### config.mk
export PLATFORM = sky130hd
export DESIGN_NAME = alu_execute_with_register_file_flat
export DESIGN_NICKNAME = d
export VERILOG_FILES = /design/src/hw/rtl/aex_pkg.sv /design/src/hw/rtl/aex_cmd_if.sv /design/src/hw/rtl/aex_res_if.sv /design/src/hw/rtl/aex_regfile.sv /design/src/hw/rtl/aex_alu.sv /design/src/hw/rtl/alu_execute_with_register_file.sv /design/src/flat_wrapper.sv
export SDC_FILE = /design/constraint.sdc
export NUM_CORES = 2
export LEC_CHECK = 0
export BUFFER_PORTS_ARGS = -buffer_cell sky130_fd_sc_hd__buf_2
export CAP_MARGIN = 20
export CORE_MARGIN = 4
export CORE_UTILIZATION = 43
export CTS_BUF_LIST = sky130_fd_sc_hd__clkbuf_4 sky130_fd_sc_hd__clkbuf_8
export CTS_CLUSTER_SIZE = 10
export DETAILED_ROUTE_END_ITERATION = 7
export SKIP_LAST_GASP = 1
export SLEW_MARGIN = 10
export SYNTH_ARGS = -nofsm -noshare
export SYNTH_HDL_FRONTEND = slang
export SYNTH_SLANG_ARGS = --single-unit
### constraint.sdc
create_clock -name clk -period 10.6 [get_ports clk]
set_input_delay 0.53 -clock clk [delete_from_list [all_inputs] [get_ports clk]]
set_output_delay 0.53 -clock clk [all_outputs]
set_load 0.01 [all_outputs]
### src/hw/rtl/aex_pkg.sv
// ============================================================================
// aex_pkg
// Shared types and constants of the execute stage with register file.
// ============================================================================
package aex_pkg;

    localparam int NUM_REGS    = 32;
    localparam int WORD_BITS   = 32;
    localparam int CMD_W       = 4;
    localparam int REG_FIELD_W = 5;
    localparam int REG_IDX_W   = (NUM_REGS > 1) ? $clog2(NUM_REGS) : 1;
    localparam int SHAMT_W     = $clog2(WORD_BITS);

    typedef logic signed [WORD_BITS-1:0] word_t;
    typedef logic [REG_FIELD_W-1:0]      reg_field_t;
    typedef logic [REG_IDX_W-1:0]        reg_addr_t;

    typedef enum logic [CMD_W-1:0] {
        OP_ADD  = 4'd0,
        OP_ADDI = 4'd1,
        OP_SUB  = 4'd2,
        OP_SUBI = 4'd3,
        OP_MUL  = 4'd4,
        OP_MULI = 4'd5,
        OP_AND  = 4'd6,
        OP_OR   = 4'd7,
        OP_XOR  = 4'd8,
        OP_NOT  = 4'd9,
        OP_CMP  = 4'd10,
        OP_SHR  = 4'd11,
        OP_SHL  = 4'd12
    } cmd_t;

    // One decoded instruction as it travels through the pipeline.
    typedef struct packed {
        logic [CMD_W-1:0] cmd;
        reg_field_t       dest_reg;
        reg_field_t       src_a_reg;
        reg_field_t       src_b_reg;
        word_t            immediate;
    } instr_t;

    // One result transaction.
    typedef struct packed {
        logic       wrote;
        reg_field_t written_reg;
        word_t      written_value;
    } res_t;

    // Register file read request, issued when an instruction is accepted.
    typedef struct packed {
        logic       en;
        reg_field_t a_idx;
        reg_field_t b_idx;
    } rf_rd_t;

    // Register file write request.
    typedef struct packed {
        logic       en;
        reg_field_t idx;
        word_t      data;
    } rf_wr_t;

endpackage

### src/hw/rtl/aex_cmd_if.sv
// ============================================================================
// aex_cmd_if
// Valid/ready channel that carries one decoded instruction per transaction.
// ============================================================================
interface aex_cmd_if import aex_pkg::*; ();

    logic                   valid;
    logic                   ready;
    logic [CMD_W-1:0]       cmd;
    logic [REG_FIELD_W-1:0] dest_reg;
    logic [REG_FIELD_W-1:0] src_a_reg;
    logic [REG_FIELD_W-1:0] src_b_reg;
    logic signed [WORD_BITS-1:0] immediate;

    modport source (
        output valid, cmd, dest_reg, src_a_reg, src_b_reg, immediate,
        input  ready
    );

    modport sink (
        input  valid, cmd, dest_reg, src_a_reg, src_b_reg, immediate,
        output ready
    );

endinterface

### src/hw/rtl/aex_res_if.sv
// ============================================================================
// aex_res_if
// Valid/ready channel that carries one register write report per transaction.
// ============================================================================
interface aex_res_if import aex_pkg::*; ();

    logic                   valid;
    logic                   ready;
    logic                   wrote;
    logic [REG_FIELD_W-1:0] written_reg;
    logic signed [WORD_BITS-1:0] written_value;

    modport source (
        output valid, wrote, written_reg, written_value,
        input  ready
    );

    modport sink (
        input  valid, wrote, written_reg, written_value,
        output ready
    );

endinterface

### src/hw/rtl/aex_regfile.sv
// ============================================================================
// aex_regfile
// Register file memory with two registered read ports and one write port.
// ============================================================================
module aex_regfile import aex_pkg::*; (
    input  logic   clk,
    input  logic   rst_n,
    input  rf_rd_t rd,
    input  rf_wr_t wr,
    output word_t  rd_a_data,
    output word_t  rd_b_data
);

    word_t               mem [NUM_REGS];
    logic [NUM_REGS-1:0] written_reg;

    word_t rd_a_word_reg;
    word_t rd_b_word_reg;
    logic  rd_a_ok_reg;
    logic  rd_b_ok_reg;

    reg_addr_t a_addr;
    reg_addr_t b_addr;
    reg_addr_t w_addr;
    logic      a_in_range;
    logic      b_in_range;
    logic      w_in_range;

    assign a_addr     = REG_IDX_W'(rd.a_idx);
    assign b_addr     = REG_IDX_W'(rd.b_idx);
    assign w_addr     = REG_IDX_W'(wr.idx);
    assign a_in_range = 32'(rd.a_idx) < NUM_REGS;
    assign b_in_range = 32'(rd.b_idx) < NUM_REGS;
    assign w_in_range = 32'(wr.idx) < NUM_REGS;

    // An entry reads as zero until it has been written since reset.
    always_ff @(posedge clk or negedge rst_n)
    begin
        if (!rst_n)
        begin
            written_reg <= '0;
        end
        else if (wr.en && w_in_range)
        begin
            written_reg[w_addr] <= 1'b1;
        end
    end

    always_ff @(posedge clk)
    begin
        if (wr.en && w_in_range)
        begin
            mem[w_addr] <= wr.data;
        end
    end

    always_ff @(posedge clk)
    begin
        if (rd.en)
        begin
            rd_a_word_reg <= mem[a_addr];
            rd_b_word_reg <= mem[b_addr];
            rd_a_ok_reg   <= a_in_range && written_reg[a_addr];
            rd_b_ok_reg   <= b_in_range && written_reg[b_addr];
        end
    end

    assign rd_a_data = rd_a_ok_reg ? rd_a_word_reg : '0;
    assign rd_b_data = rd_b_ok_reg ? rd_b_word_reg : '0;

endmodule

### src/hw/rtl/aex_alu.sv
// ============================================================================
// aex_alu
// Computes the result of one instruction from its operands.
// ============================================================================
module aex_alu import aex_pkg::*; (
    input  logic [CMD_W-1:0] cmd,
    input  reg_field_t       dest_reg,
    input  word_t            op_a,
    input  word_t            op_b,
    input  word_t            immediate,
    output res_t             res
);

    logic [SHAMT_W-1:0] shamt;
    word_t              value;
    logic               supported;

    assign shamt = immediate[SHAMT_W-1:0];

    always_comb
    begin
        value     = '0;
        supported = 1'b1;
        unique case (cmd_t'(cmd))
            OP_ADD:  value = op_a + op_b;
            OP_ADDI: value = op_a + immediate;
            OP_SUB:  value = op_a - op_b;
            OP_SUBI: value = op_a - immediate;
            OP_MUL:  value = op_a * op_b;
            OP_MULI: value = op_a * immediate;
            OP_AND:  value = op_a & op_b;
            OP_OR:   value = op_a | op_b;
            OP_XOR:  value = op_a ^ op_b;
            OP_NOT:  value = ~op_a;
            OP_CMP:
            begin
                if (op_a < op_b)
                begin
                    value = WORD_BITS'(1);
                end
                else if (op_a == op_b)
                begin
                    value = '0;
                end
                else
                begin
                    value = '1;
                end
            end
            OP_SHR:  value = op_a >>> shamt;
            OP_SHL:  value = op_a << shamt;
            default: supported = 1'b0;
        endcase
    end

    // An unsupported opcode reports all zeros; a destination beyond the
    // register file still reports its index and value but writes nothing.
    always_comb
    begin
        if (supported)
        begin
            res.wrote         = 32'(dest_reg) < NUM_REGS;
            res.written_reg   = dest_reg;
            res.written_value = value;
        end
        else
        begin
            res.wrote         = 1'b0;
            res.written_reg   = '0;
            res.written_value = '0;
        end
    end

endmodule

### src/hw/rtl/alu_execute_with_register_file.sv
// An accepted instruction reads the register file in stage 1, then executes
// into the output register, where its result transaction waits for the sink.
// Throughput: one instruction per cycle while the sink takes results, set by
// the two read ports and the single write port of the register file, with
// a one-entry forward path.
// Reset: the register file reads as all zeros at once through per-entry
// written flags; no clearing pass, the block accepts work right after reset.
// ============================================================================
// alu_execute_with_register_file
// Execute stage that runs decoded instructions against a register file.
// ============================================================================
module alu_execute_with_register_file import aex_pkg::*; (
    input  logic     clk,
    input  logic     rst_n,
    aex_cmd_if.sink   instr,
    aex_res_if.source result
);

    // Stage 1 holds the accepted instruction while its operands come back
    // from the register file memory.
    logic   s1_valid_reg;
    instr_t s1_instr_reg;

    // Output register: a finished result waits here for the sink.
    logic   out_valid_reg;
    res_t   out_res_reg;

    // Forward path: the write that took place at the same edge at which the
    // stage 1 instruction read the memory. The memory returns the old word
    // in that case, so the new one is held here and substituted.
    logic       fwd_valid_reg;
    reg_field_t fwd_idx_reg;
    word_t      fwd_value_reg;

    logic   accept;
    logic   advance;
    instr_t in_instr;
    rf_rd_t rf_rd;
    rf_wr_t rf_wr;
    word_t  rd_a_data;
    word_t  rd_b_data;
    word_t  op_a;
    word_t  op_b;
    res_t   alu_res;

    // Stage 1 moves on whenever the output register is free or being drained.
    assign advance     = s1_valid_reg && (!out_valid_reg || result.ready);
    assign instr.ready = !s1_valid_reg || advance;
    assign accept      = instr.valid && instr.ready;

    assign in_instr.cmd       = instr.cmd;
    assign in_instr.dest_reg  = instr.dest_reg;
    assign in_instr.src_a_reg = instr.src_a_reg;
    assign in_instr.src_b_reg = instr.src_b_reg;
    assign in_instr.immediate = instr.immediate;

    assign rf_rd.en    = accept;
    assign rf_rd.a_idx = instr.src_a_reg;
    assign rf_rd.b_idx = instr.src_b_reg;

    // The stage 1 instruction writes its destination as it leaves stage 1.
    assign rf_wr.en   = advance && alu_res.wrote;
    assign rf_wr.idx  = alu_res.written_reg;
    assign rf_wr.data = alu_res.written_value;

    aex_regfile u_regfile (
        .clk       (clk),
        .rst_n     (rst_n),
        .rd        (rf_rd),
        .wr        (rf_wr),
        .rd_a_data (rd_a_data),
        .rd_b_data (rd_b_data)
    );

    assign op_a = (fwd_valid_reg && fwd_idx_reg == s1_instr_reg.src_a_reg)
                  ? fwd_value_reg : rd_a_data;
    assign op_b = (fwd_valid_reg && fwd_idx_reg == s1_instr_reg.src_b_reg)
                  ? fwd_value_reg : rd_b_data;

    aex_alu u_alu (
        .cmd       (s1_instr_reg.cmd),
        .dest_reg  (s1_instr_reg.dest_reg),
        .op_a      (op_a),
        .op_b      (op_b),
        .immediate (s1_instr_reg.immediate),
        .res       (alu_res)
    );

    always_ff @(posedge clk or negedge rst_n)
    begin
        if (!rst_n)
        begin
            s1_valid_reg  <= 1'b0;
            out_valid_reg <= 1'b0;
            fwd_valid_reg <= 1'b0;
        end
        else
        begin
            if (instr.ready)
            begin
                s1_valid_reg <= instr.valid;
            end
            if (advance)
            begin
                out_valid_reg <= 1'b1;
            end
            else if (result.ready)
            begin
                out_valid_reg <= 1'b0;
            end
            // Only the write coincident with the read can be missed: every
            // older instruction has written by then.
            if (accept)
            begin
                fwd_valid_reg <= rf_wr.en;
            end
        end
    end

    always_ff @(posedge clk)
    begin
        if (accept)
        begin
            s1_instr_reg  <= in_instr;
            fwd_idx_reg   <= rf_wr.idx;
            fwd_value_reg <= rf_wr.data;
        end
        if (advance)
        begin
            out_res_reg <= alu_res;
        end
    end

    assign result.valid         = out_valid_reg;
    assign result.wrote         = out_res_reg.wrote;
    assign result.written_reg   = out_res_reg.written_reg;
    assign result.written_value = out_res_reg.written_value;

endmodule

### src/flat_wrapper.sv
// flat-port wrapper written by rule: the top's interface ports become plain ports
module alu_execute_with_register_file_flat import aex_pkg::*;
  (clk, rst_n, instr_valid, instr_cmd, instr_dest_reg, instr_src_a_reg, instr_src_b_reg, instr_immediate, instr_ready, result_valid, result_wrote, result_written_reg, result_written_value, result_ready);
  aex_cmd_if instr_i ();
  aex_res_if result_i ();
  input  logic clk;
  input  logic rst_n;
  input wire logic [$bits(instr_i.valid)-1:0] instr_valid;
  input wire logic [$bits(instr_i.cmd)-1:0] instr_cmd;
  input wire logic [$bits(instr_i.dest_reg)-1:0] instr_dest_reg;
  input wire logic [$bits(instr_i.src_a_reg)-1:0] instr_src_a_reg;
  input wire logic [$bits(instr_i.src_b_reg)-1:0] instr_src_b_reg;
  input wire logic [$bits(instr_i.immediate)-1:0] instr_immediate;
  output wire logic [$bits(instr_i.ready)-1:0] instr_ready;
  output wire logic [$bits(result_i.valid)-1:0] result_valid;
  output wire logic [$bits(result_i.wrote)-1:0] result_wrote;
  output wire logic [$bits(result_i.written_reg)-1:0] result_written_reg;
  output wire logic [$bits(result_i.written_value)-1:0] result_written_value;
  input wire logic [$bits(result_i.ready)-1:0] result_ready;
  assign instr_i.valid = instr_valid;
  assign instr_i.cmd = instr_cmd;
  assign instr_i.dest_reg = instr_dest_reg;
  assign instr_i.src_a_reg = instr_src_a_reg;
  assign instr_i.src_b_reg = instr_src_b_reg;
  assign instr_i.immediate = instr_immediate;
  assign instr_ready = instr_i.ready;
  assign result_valid = result_i.valid;
  assign result_wrote = result_i.wrote;
  assign result_written_reg = result_i.written_reg;
  assign result_written_value = result_i.written_value;
  assign result_i.ready = result_ready;
  alu_execute_with_register_file u_core (.clk(clk), .rst_n(rst_n), .instr(instr_i), .result(result_i));
endmodule
==> implementation parameters <==
Parameter                              Value

Run status
  Outcome ... completed

Placement
  Number of input and output port buffers inserted ... 94
  Routability cong. ... 1.08
  Total cell area at the placement stage ... 103000 µm²
  Number of placed cells counting well taps ... 10500
  Dpl hpwl ... 264 mm

Floorplan
  Die outline height ... 484 µm
  Top Ports ... 95
  Effective utilization at floorplan ... 43.2%
  Area inside the core boundary ... 225000 µm²
  Core Rows ... 174
  Horizontal extent of the die ... 484 µm
  Full die area ... 234000 µm²

STA
  Post-route minimum period ... 10320 ps
  Setup-violating endpoint count in the final report ... 0
  Relative slew slack ... 17.5%
  Highest clock rate ... 96.9 MHz
  Final sum of negative setup slack ... 0 ps
  Portion of the clock cycle consumed by the worst path in the final layout ... 97.4%
  Transition time of the tightest slew-check pin ... 1230 ps
  Final-report max-slew violation count ... 0
  Final Hold Viols ... 0
  Setup skew after layout ... 61.5 ps

Yosys
  Number of synthesized register bits ... 1251
  FFs w/ async S/R, synth ... 2.80%
  Synthesized-area fraction occupied by adder cells ... 22.4%
  Syn Inst Count ... 7575
  Combinational family with the most area after synthesis ... adder cells
  Share of the synthesized area in compound gates (AO/OA/AOI/OAI) ... 4.60%
  Syn Std Cell Area ... 97200 µm²
  Synthesized area divided by synthesized cell count ... 12.8 µm²
  Predominant post-synthesis flop cell ... sky130_fd_sc_hd__edfxtp_1
  Multiplexer area fraction after synthesis ... 18.2%
  Post-Synth XOR/XNOR Area ... 2.59%
  Post-synthesis cell type count ... 83
  Yosys top cell by area ... sky130_fd_sc_hd__edfxtp_1
  YS warnings ... 0
  Synthesized-area fraction occupied by and/or/nand/nor cells ... 8.17%
  Top post-synthesis cells by area ... sky130_fd_sc_hd__edfxtp_1 (38%), sky130_fd_sc_hd__fa_1 (17%), sky130_fd_sc_hd__mux4_2 (17%)
  Post-synthesis sequential area ratio ... 38.5%
  Synth top area share ... 37.6%
  Net count after synthesis ... 8877
  Post-synth EDFFs ... 1216

Critical path
  Worst path max stage delay ... 630 ps
  Arrival time of the worst setup path ... 10970 ps
  Sort of element at the start of the critical path ... flop
  Critical path data required time ... 11250 ps
  Cell with the largest stage delay on the worst path ... sky130_fd_sc_hd__o21ai_0
  Biggest fanout along the worst timing path ... 34
  Cell with the most instances on the worst path ... sky130_fd_sc_hd__fa_1
  Kind of critical path ... flop to flop
  Worst Setup End Kind ... flop

Final layout
  Filler cell count ... 19800
  Share of final-layout standard cells stronger than drive strength 1 ... 21.4%
  Number of cells in the finished layout apart from fillers ... 10900
  Max FFs per register ... 1024
  Area growth from synthesis to layout ... 10.3%
  Final design instance area without fill ... 107000 µm²
  Number of nets in the final layout ... 9061

Clock tree
  Clock Sink Count ... 1251
  Worst-path clk slew ... 60 ps
  Clock latency on the worst-skew pair ... 920 ps
  Clock buffers created by TritonCTS ... 184
  Clk Tree Root Cell ... sky130_fd_sc_hd__clkbuf_8
  TritonCTS clock tree ... done
  H-tree depth ... 4
  Max Root-Sink Buffers ... 3

Drt
  Routed Wire Length ... 375 mm
  Via/cell ratio ... 6.24
  Drt wl/cell ... 34.4 µm
  Vias ... 68100
  Antenna Nets Post-Route ... 0
  Starting DRC count in detailed routing ... 8464
  Router iterations before antenna repair ... 6
  Final routed DRC violation total ... 0

Global routing
  Maximum number of pins on one net before global-route repair ... 133
  Initial antenna violation count ... 21
  All-layer global routing usage ... 32.0%
  Global route overflow ... 0
  Wire length of the first global-routing pass ... 530 mm
  Via count of the first global-routing pass ... 70000

Power
  Leakage power ... 0.0417 µW
  Worst ir drop on vdd ... 0.000835 V
  Power density normalized to cell area ... 271 nW/µm²

Hold path
  Worst hold-check path type ... primary input to flop

Job
  Max-cap violation count ... 0
==> final cells by class <==
class | count | area (µm²) | area share, %
inverters | 962 | 3620 | 3.37
clock inverters | 84 | 686 | 0.639
well taps | 2992 | 3740 | 3.49
multi-input cells | 4872 | 54800 | 51.1
diodes | 7 | 17.5 | 0.0163
repair buffers | 488 | 3910 | 3.65
flip-flops and latches | 1251 | 37400 | 34.9
clock buffers | 252 | 3080 | 2.87
==> cells in the mapped netlist, types with 10 or more instances <==
library cell	number
sky130_fd_sc_hd__edfxtp_1	1216
sky130_fd_sc_hd__inv_1	943
sky130_fd_sc_hd__fa_1	818
sky130_fd_sc_hd__mux4_2	721
sky130_fd_sc_hd__nor2_1	717
sky130_fd_sc_hd__nand2_1	590
sky130_fd_sc_hd__ha_1	429
sky130_fd_sc_hd__clkbuf_1	367
sky130_fd_sc_hd__a21oi_1	227
sky130_fd_sc_hd__xnor2_1	206
sky130_fd_sc_hd__and2_1	193
sky130_fd_sc_hd__o21ai_0	127
sky130_fd_sc_hd__buf_1	102
sky130_fd_sc_hd__mux2_2	86
sky130_fd_sc_hd__nand3_1	69
sky130_fd_sc_hd__xor2_1	55
sky130_fd_sc_hd__a21o_1	52
sky130_fd_sc_hd__nor3_1	45
sky130_fd_sc_hd__or2_2	37
sky130_fd_sc_hd__dfrtp_1	35
sky130_fd_sc_hd__mux2i_1	34
sky130_fd_sc_hd__a211oi_1	33
sky130_fd_sc_hd__o211ai_1	28
sky130_fd_sc_hd__nand2b_1	26
sky130_fd_sc_hd__o221ai_1	26
sky130_fd_sc_hd__o22ai_1	25
sky130_fd_sc_hd__or3_1	24
sky130_fd_sc_hd__and3_1	23
sky130_fd_sc_hd__nor2b_1	22
sky130_fd_sc_hd__a221oi_1	21
sky130_fd_sc_hd__a31oi_1	20
sky130_fd_sc_hd__nor4_1	20
sky130_fd_sc_hd__o21a_1	17
sky130_fd_sc_hd__nand4_1	16
sky130_fd_sc_hd__a22oi_1	14
sky130_fd_sc_hd__buf_2	13
sky130_fd_sc_hd__o2111ai_1	13
sky130_fd_sc_hd__o31ai_1	13
sky130_fd_sc_hd__o21ai_1	12
sky130_fd_sc_hd__o21bai_1	12
sky130_fd_sc_hd__inv_2	10
==> cells by family after synthesis <==
family,after synthesis
compound gates,700
fa+ha+maj,1247
xor+xnor,271
mux,848
simple gates,1806
flops,1251
buf+inv,1452
==> metrics by stage <==
step,utilization [%],hold WS (ps),worst slack (ps),power (µW)
2_1_floorplan,-,234,511,17400
3_3_place_gp,45.8,464,460,24500
3_5_place_dp,45.8,472,376,24700
4_1_cts,47.6,127,305,28800
5_1_grt,47.7,220,-5.26,30600
6_report,47.7,245,278,29100
==> power breakdown <==
group	internal (µW)	total, µW	switching, µW	leakage (µW)
logic	6550	18200	11600	0.0281
registers	6650	6870	221	0.0116
clock network	2080	4040	1950	0.00199
==> metal layers <==
metal / up-vias / GRT usage, % / part of all wire, %
met2: 4335 / 48.9 / 45
met5: - / 0 / 0.032
met4: 18 / 16.5 / 6.4
met3: 934 / 7.77 / 11
met1: 35700 / 42.7 / 38
li1: 27100 / - / -
==> final timing paths <==
check,from,to,slack [ps],cells past startpoint
max,u_core.fwd_idx_reg[1],u_core.u_regfile.mem[19][31],280,33
min,instr_src_b_reg[0],u_core.s1_instr_reg[32],240,1
max reg2reg,u_core.fwd_idx_reg[1],u_core.u_regfile.mem[19][31],280,33
min reg2reg,u_core.u_regfile.written_reg[30],u_core.u_regfile.written_reg[30],490,1
max in group asynchronous,rst_n,u_core.u_regfile.written_reg[7],9740,2
min in group asynchronous,rst_n,u_core.u_regfile.written_reg[16],280,2
==> worst max-delay path: cells and delay by family, from the launching register on <==
kind | cells | cell delay, ps
AOI/OAI and AO/OA | 7 | 1750
xor gates and xnor gates | 1 | 210
adders and majority gates | 9 | 3950
buffers and inverters | 7 | 1400
DFF | 1 | 420
muxes | 1 | 320
and+or+nand+nor | 8 | 2000
==> placed cells by master (no fill, tap or decap), types with 46 or more instances in the layout <==
master,count
sky130_fd_sc_hd__nand2_1,590
sky130_fd_sc_hd__a21oi_1,225
sky130_fd_sc_hd__and2_1,190
sky130_fd_sc_hd__clkinv_1,46
sky130_fd_sc_hd__clkbuf_4,63
sky130_fd_sc_hd__edfxtp_1,1216
sky130_fd_sc_hd__buf_4,324
sky130_fd_sc_hd__mux2_2,86
sky130_fd_sc_hd__nor2_1,683
sky130_fd_sc_hd__o21ai_0,116
sky130_fd_sc_hd__fa_1,818
sky130_fd_sc_hd__buf_2,86
sky130_fd_sc_hd__xor2_1,55
sky130_fd_sc_hd__ha_1,429
sky130_fd_sc_hd__inv_1,940
sky130_fd_sc_hd__nand3_1,69
sky130_fd_sc_hd__a21o_1,52
sky130_fd_sc_hd__clkbuf_8,190
sky130_fd_sc_hd__xnor2_1,206
sky130_fd_sc_hd__mux4_2,721
==> timing repair <==
action / CTS / global route
setup buffers: 0 / 3
hold buffers: 45 / 0
hold endpoints to repair: 79 / 0
gates resized for setup: 0 / 5
setup endpoints to repair: 0 / 101
(Power assumes the default switching activity.)
